$ cat src/rtl/core/assert_macros.svh
// assertion macros for the rtl of the dedup table
`ifndef ASSERT_MACROS_SVH
`define ASSERT_MACROS_SVH

// same-cycle implication, sampled on clk, off during reset
`define VDIT_ASSERT_IMP(lbl, ante, cons) \
    lbl: assert property (@(posedge clk) disable iff (!rst_n) (ante) |-> (cons)) \
        else $error("assertion failed");

// next-cycle implication, sampled on clk, off during reset
`define VDIT_ASSERT_NXT(lbl, ante, cons) \
    lbl: assert property (@(posedge clk) disable iff (!rst_n) (ante) |=> (cons)) \
        else $error("assertion failed");

`endif

$ cat src/rtl/core/vdit_pkg.sv
// shared constants, codes and control structs of the vector dedup table
`default_nettype none

package vdit_pkg;

    localparam int BUFFER_WORDS = 4096;
    localparam int TABLE_SLOTS  = 1024;

    localparam int BUF_AW   = $clog2(BUFFER_WORDS);
    localparam int TBL_AW   = $clog2(TABLE_SLOTS);
    localparam int FILL_W   = $clog2(BUFFER_WORDS + 2);
    localparam int SUM_W    = FILL_W + 1;
    localparam int ELEM_W   = 64;
    localparam int OFFSET_W = 12;
    localparam int STATUS_W = 2;
    localparam int TALLY_W  = 3;

    localparam logic [ELEM_W-1:0] MIX_CONST     = 64'h517cc1b727220a95;
    localparam logic [ELEM_W-1:0] NEG_ZERO_BITS = 64'h8000000000000000;

    localparam logic [TALLY_W-1:0] TALLY_MAX     = 3'd4;
    localparam logic [TALLY_W-1:0] TALLY_SEEDED  = 3'd3;

    localparam logic [STATUS_W-1:0] ST_OK          = 2'd0;
    localparam logic [STATUS_W-1:0] ST_TABLE_FULL  = 2'd1;
    localparam logic [STATUS_W-1:0] ST_BUFFER_FULL = 2'd2;

    typedef struct packed {
        logic clear_step;
        logic accept;
        logic hash;
        logic probe_init;
        logic probe_read;
        logic probe_next;
        logic report_hit;
        logic report_tfull;
        logic report_bfull;
        logic insert;
        logic finish;
    } dp_cmd_t;

    typedef struct packed {
        logic clear_last;
        logic last_flag;
        logic slot_empty;
        logic key_match;
        logic probe_last;
        logic buf_fits;
    } dp_stat_t;

endpackage

`default_nettype wire

$ cat src/rtl/core/vdit_ctrl.sv
// controller state machine of the vector dedup table
`default_nettype none

module vdit_ctrl
(
    input  wire logic              clk,
    input  wire logic              rst_n,
    input  wire logic              start,
    input  wire vdit_pkg::dp_stat_t stat,
    output vdit_pkg::dp_cmd_t      cmd,
    output logic                   busy
);

    localparam logic [2:0] S_CLEAR   = 3'd0;
    localparam logic [2:0] S_IDLE    = 3'd1;
    localparam logic [2:0] S_HASH    = 3'd2;
    localparam logic [2:0] S_LOOKUP  = 3'd3;
    localparam logic [2:0] S_PROBE   = 3'd4;
    localparam logic [2:0] S_CHECK   = 3'd5;
    localparam logic [2:0] S_RESOLVE = 3'd6;

    logic [2:0] state_reg;
    logic [2:0] state_next;

    always_ff @(posedge clk or negedge rst_n)
    begin
        if (!rst_n)
        begin
            state_reg <= S_CLEAR;
        end
        else
        begin
            state_reg <= state_next;
        end
    end

    always_comb
    begin
        state_next = state_reg;
        cmd        = '0;
        case (state_reg)
            S_CLEAR:
            begin
                cmd.clear_step = 1'b1;
                if (stat.clear_last)
                begin
                    state_next = S_IDLE;
                end
            end
            S_IDLE:
            begin
                if (start)
                begin
                    cmd.accept = 1'b1;
                    state_next = S_HASH;
                end
            end
            S_HASH:
            begin
                cmd.hash   = 1'b1;
                state_next = stat.last_flag ? S_LOOKUP : S_IDLE;
            end
            S_LOOKUP:
            begin
                cmd.probe_init = 1'b1;
                state_next     = S_PROBE;
            end
            S_PROBE:
            begin
                cmd.probe_read = 1'b1;
                state_next     = S_CHECK;
            end
            S_CHECK:
            begin
                if (stat.slot_empty)
                begin
                    state_next = S_RESOLVE;
                end
                else if (stat.key_match)
                begin
                    cmd.report_hit = 1'b1;
                    cmd.finish     = 1'b1;
                    state_next     = S_IDLE;
                end
                else if (stat.probe_last)
                begin
                    cmd.report_tfull = 1'b1;
                    cmd.finish       = 1'b1;
                    state_next       = S_IDLE;
                end
                else
                begin
                    cmd.probe_next = 1'b1;
                    state_next     = S_PROBE;
                end
            end
            S_RESOLVE:
            begin
                if (stat.buf_fits)
                begin
                    cmd.insert = 1'b1;
                end
                else
                begin
                    cmd.report_bfull = 1'b1;
                end
                cmd.finish = 1'b1;
                state_next = S_IDLE;
            end
            default:
            begin
                state_next = S_IDLE;
            end
        endcase
    end

    assign busy = (state_reg != S_IDLE);

endmodule

`default_nettype wire

$ cat config.mk
export PLATFORM = sky130hd
export DESIGN_NAME = vdit_ctrl
export DESIGN_NICKNAME = d
export VERILOG_FILES = /design/src/rtl/core/assert_macros.svh /design/src/rtl/core/vdit_pkg.sv /design/src/rtl/core/vdit_ctrl.sv
export SDC_FILE = /design/constraint.sdc
export NUM_CORES = 1
export LEC_CHECK = 0
export BUFFER_PORTS_ARGS = -buffer_cell sky130_fd_sc_hd__buf_4
export CAP_MARGIN = 0
export CORE_AREA = 2 2 39 41
export CTS_CLUSTER_SIZE = 8
export DETAILED_ROUTE_END_ITERATION = 10
export DIE_AREA = 0 0 41 43
export MAX_ROUTING_LAYER = met4
export PLACE_DENSITY = 0.62
export SLEW_MARGIN = 20
export SYNTH_ARGS = -nofsm -noshare
export SYNTH_HDL_FRONTEND = slang
export SYNTH_SLANG_ARGS = --single-unit
export TNS_END_PERCENT = 50
$ cat constraint.sdc
create_clock -name clk -period 1 [get_ports clk]
set_input_delay 0.05 -clock clk [delete_from_list [all_inputs] [get_ports clk]]
set_output_delay 0.05 -clock clk [all_outputs]
set_load 0.02 [all_outputs]
# After elaboration in Yosys (flattened, before gate mapping)
# Cells that the tools add are included.
# totals
register_bits	3
out_inout_bits	12
word_cells	38
# op_classes
n_eq_ne	9
mux	26
n_reduce_logical	2
# op_table
operator	count
3-bit two-way mux	7
3-bit one-hot mux with 6 select lines	1
1-bit two-way mux	15
3-bit equality test, second input constant	3
3-bit by 2-bit equality test with 1-bit output, second input constant	2
2-bit two-way mux	2
2-bit != test, second input constant	2
3-bit by 1-bit equality test with 1-bit output, second input constant	1
3-bit logical NOT	1
3-bit by 1-bit != test with 1-bit output, second input constant	1
1-bit one-hot mux with 2 select lines	1
2-bit AND reduction	1

# Depth between registers and ports, before layout
# logic_depth
ltp_word	4
depth_mapped	3
depth_no_buf	3

# Worst setup path before layout
# No wires, ideal clock.
# synth_timing
path_type	register -> output
from	register state_reg[1]
to	output port cmd[9] in the netlist's numbering
arrival_ps	1205
setup_slack_ps	-255
path_stages_with_launch	4
n_path_buf	0
path_cell_list	dfrtp_1 and2b_4 nand2b_1 nor2_1
# synth_rtl
item	line_no	text
from (decl)	vdit_ctrl.sv:22	logic [2:0] state_reg;
from (signal assigned)	vdit_ctrl.sv:33	state_reg <= state_next;
to (decl)	vdit_ctrl.sv:10	output vdit_pkg::dp_cmd_t cmd,

==> results.toml <==
[flow_run]
maxCapViolCount = 0

[clocking]
cts.sinks = 3
cts-root-buf = "clkbuf_4"
cts_buffers = 3
ctsLongestPathBuffers = 2
clk_latency_ns = 0.24
ctsHtreeMaxLevel = 1
clkSlewWorstSetupHoldPaths_ns = 0.04
cts_tree = "done"

[drt]
wl_um = 836
drt-initial-drc-count = 2
dr.pass1.iters = 3
wl_per_cell_um = 10.1
via_count = 358
detail-route-antenna-nets = 0
drc = 0
via_per_inst = 4.31

[setup_path]
crit_fanout = 3
cp_data_required_time_ns = 0.95
critPathLaunchType = "flip-flop"
cp_data_arrival_time_ns = 1.32
end_kind = "output pin"
critPathKind = "reg2out"

[final_layout]
fin_area_um2 = 629
num_antenna_cells = 0
finalNonFillerCells = 83
drive_gt1_share_pct = 68.7
final_nets = 77
largest_reg_flops = 3
final_core_util_pct = 45.5
syn_to_final_growth_pct = 112

[status]
status = "complete, but fails checks"
violations = "setup timing"

[place]
dp_hpwl_um = 613
port_buffers = 20
dp_cells = 76
postPlaceCellArea_um2 = 527
pre_cts_ws_ns = -0.165
gp_congestion = 0.750

[pwr]
power.density_nw_per_um2 = 2810
power.total_mw = 1.77
p_leak_nw = 0.318
peakVddDrop_uv = 984

[global_routing]
grt_max_degree = 9
grt_pass1_vias = 312
overflow = 0
grt_pass1_wl_um = 1340
grt_antenna_before_repair = 0
track_usage_pct = 12.8

[synth]
yosys_warnings = 0
synth_area_leaders = "dfrtp_1, nor3b_2, nand3b_4, a311oi_2, nor2_1"
synth_area_per_cell_um2 = 8.47
synth_top_area_share_pct = 25.3
synth_common_cells = "nor2_1, dfrtp_1, nand2_1"
synth_ff_type = "dfrtp_1"
ys_seq_area_share_pct = 25.3
async_flop_share_pct = 100
synthesis.area_um2 = 297
syn_inst = 35
yosysMostFrequentCell = "nor2_1"
ys_seq_elements = 3
synth_cell_types = 23
synth_edf_count = 0
synth_area_leader_cell = "dfrtp_1"
synth_fp_nets = 44

[timing]
rsz0062_at_grt = "true"
tightest_slew_ns = 0.306
tns_ns = -3.65
max_slew_margin_pct = 79.4
period_minus_slack_ns = 1.37
fmax_mhz = 727
layout_setup_ws_ns = -0.375
finalHoldViolations = 0
fin_skew_ns = 0.00596
whs_ns = 0.0433
setup_viol = 15
finalCritPeriodShare_pct = 137
final-max-slew-violation-count = 0

[floorplan]
die_w_um = 41
fp.dieH_um = 43
dieArea_um2 = 1760
coreArea_um2 = 1380
start_util_pct = 21.4
rows = 14
io_pins = 21

[worst_hold_path]
hold_path_class = "in2reg"
-- what timing repair did --
item                                    in CTS  in global routing
endpoints found under the hold margin        3                  0
pin swaps                                    3                  1
hold buffers                                 1                  0
endpoints found under the setup margin      14                 15
resized for setup                            7                  5
setup buffers                                2                  0
-- layer usage --
metal	GRT usage [%]	vias to the layer above	share of wire, %
met3	4.71	4	4.3
met5	-	-	0
met4	14.0	0	3.1
met1	14.0	159	41
li1	-	184	-
met2	15.9	11	52
-- worst max-delay path: stages, from the launching register on --
cell and delay (ns):
dfrtp_1 0.37, and2b_4 0.28, nand3b_4 0.10, nor3b_4 0.19, buf_6 0.14
-- logic make-up (layout without fill, tap and decap cells) --
logic type	Yosys count	after routing	synth area share (%)
simple gates	22	22	52.7
compound gates	6	6	15.6
buf+inv	4	36	6.33
flops	3	3	25.3
-- cell type report --
class                   count  area, um2
inverters                   3       11.3
repair buffers             29        246
multi-input cells          28        249
fillers                   138        754
flip-flops and latches      3       76.3
well taps                  16       20.0
clock buffers               4       26.3
-- report_power, final --
part	total [mW]	switching, mW	internal (mW)	leakage [nW]
registers	0.237	0.0534	0.184	0.0362
clock network	0.222	0.0721	0.150	0.0150
logic	1.31	0.619	0.692	0.267
total	1.77	0.745	1.03	0.318
-- worst paths after layout --
path,start,to,slack [ns],depth (start not counted)
max,state_reg[1],cmd[3],-0.37,4
min,stat[4],state_reg[1],0.04,2
max reg2reg,state_reg[1],state_reg[0],-0.17,4
min reg2reg,state_reg[2],state_reg[0],0.65,2
max in group asynchronous,rst_n,state_reg[0],0.76,2
min in group asynchronous,rst_n,state_reg[1],0.13,2
-- placed cells by master (no fill, tap or decap) --
master,count
nand2_1,3
nor2b_4,1
nor2_4,1
dfrtp_1,2
buf_6,7
a311oi_2,1
nor3b_4,2
and2b_4,1
nor3b_2,1
nor3_1,1
nor2b_1,1
o21bai_1,1
and2b_2,1
nor2_2,1
nand2b_1,1
nor4_1,1
nor3_2,2
and3_1,1
dlygate4sd3_1,1
inv_2,1
nand2b_4,1
o21ai_0,2
nor2_1,2
clkbuf_1,1
buf_4,21
inv_1,2
dfrtp_2,1
a22o_1,1
clkbuf_4,3
o21ai_1,1
nand3b_4,1
Power figures use the tool's default switching activity.
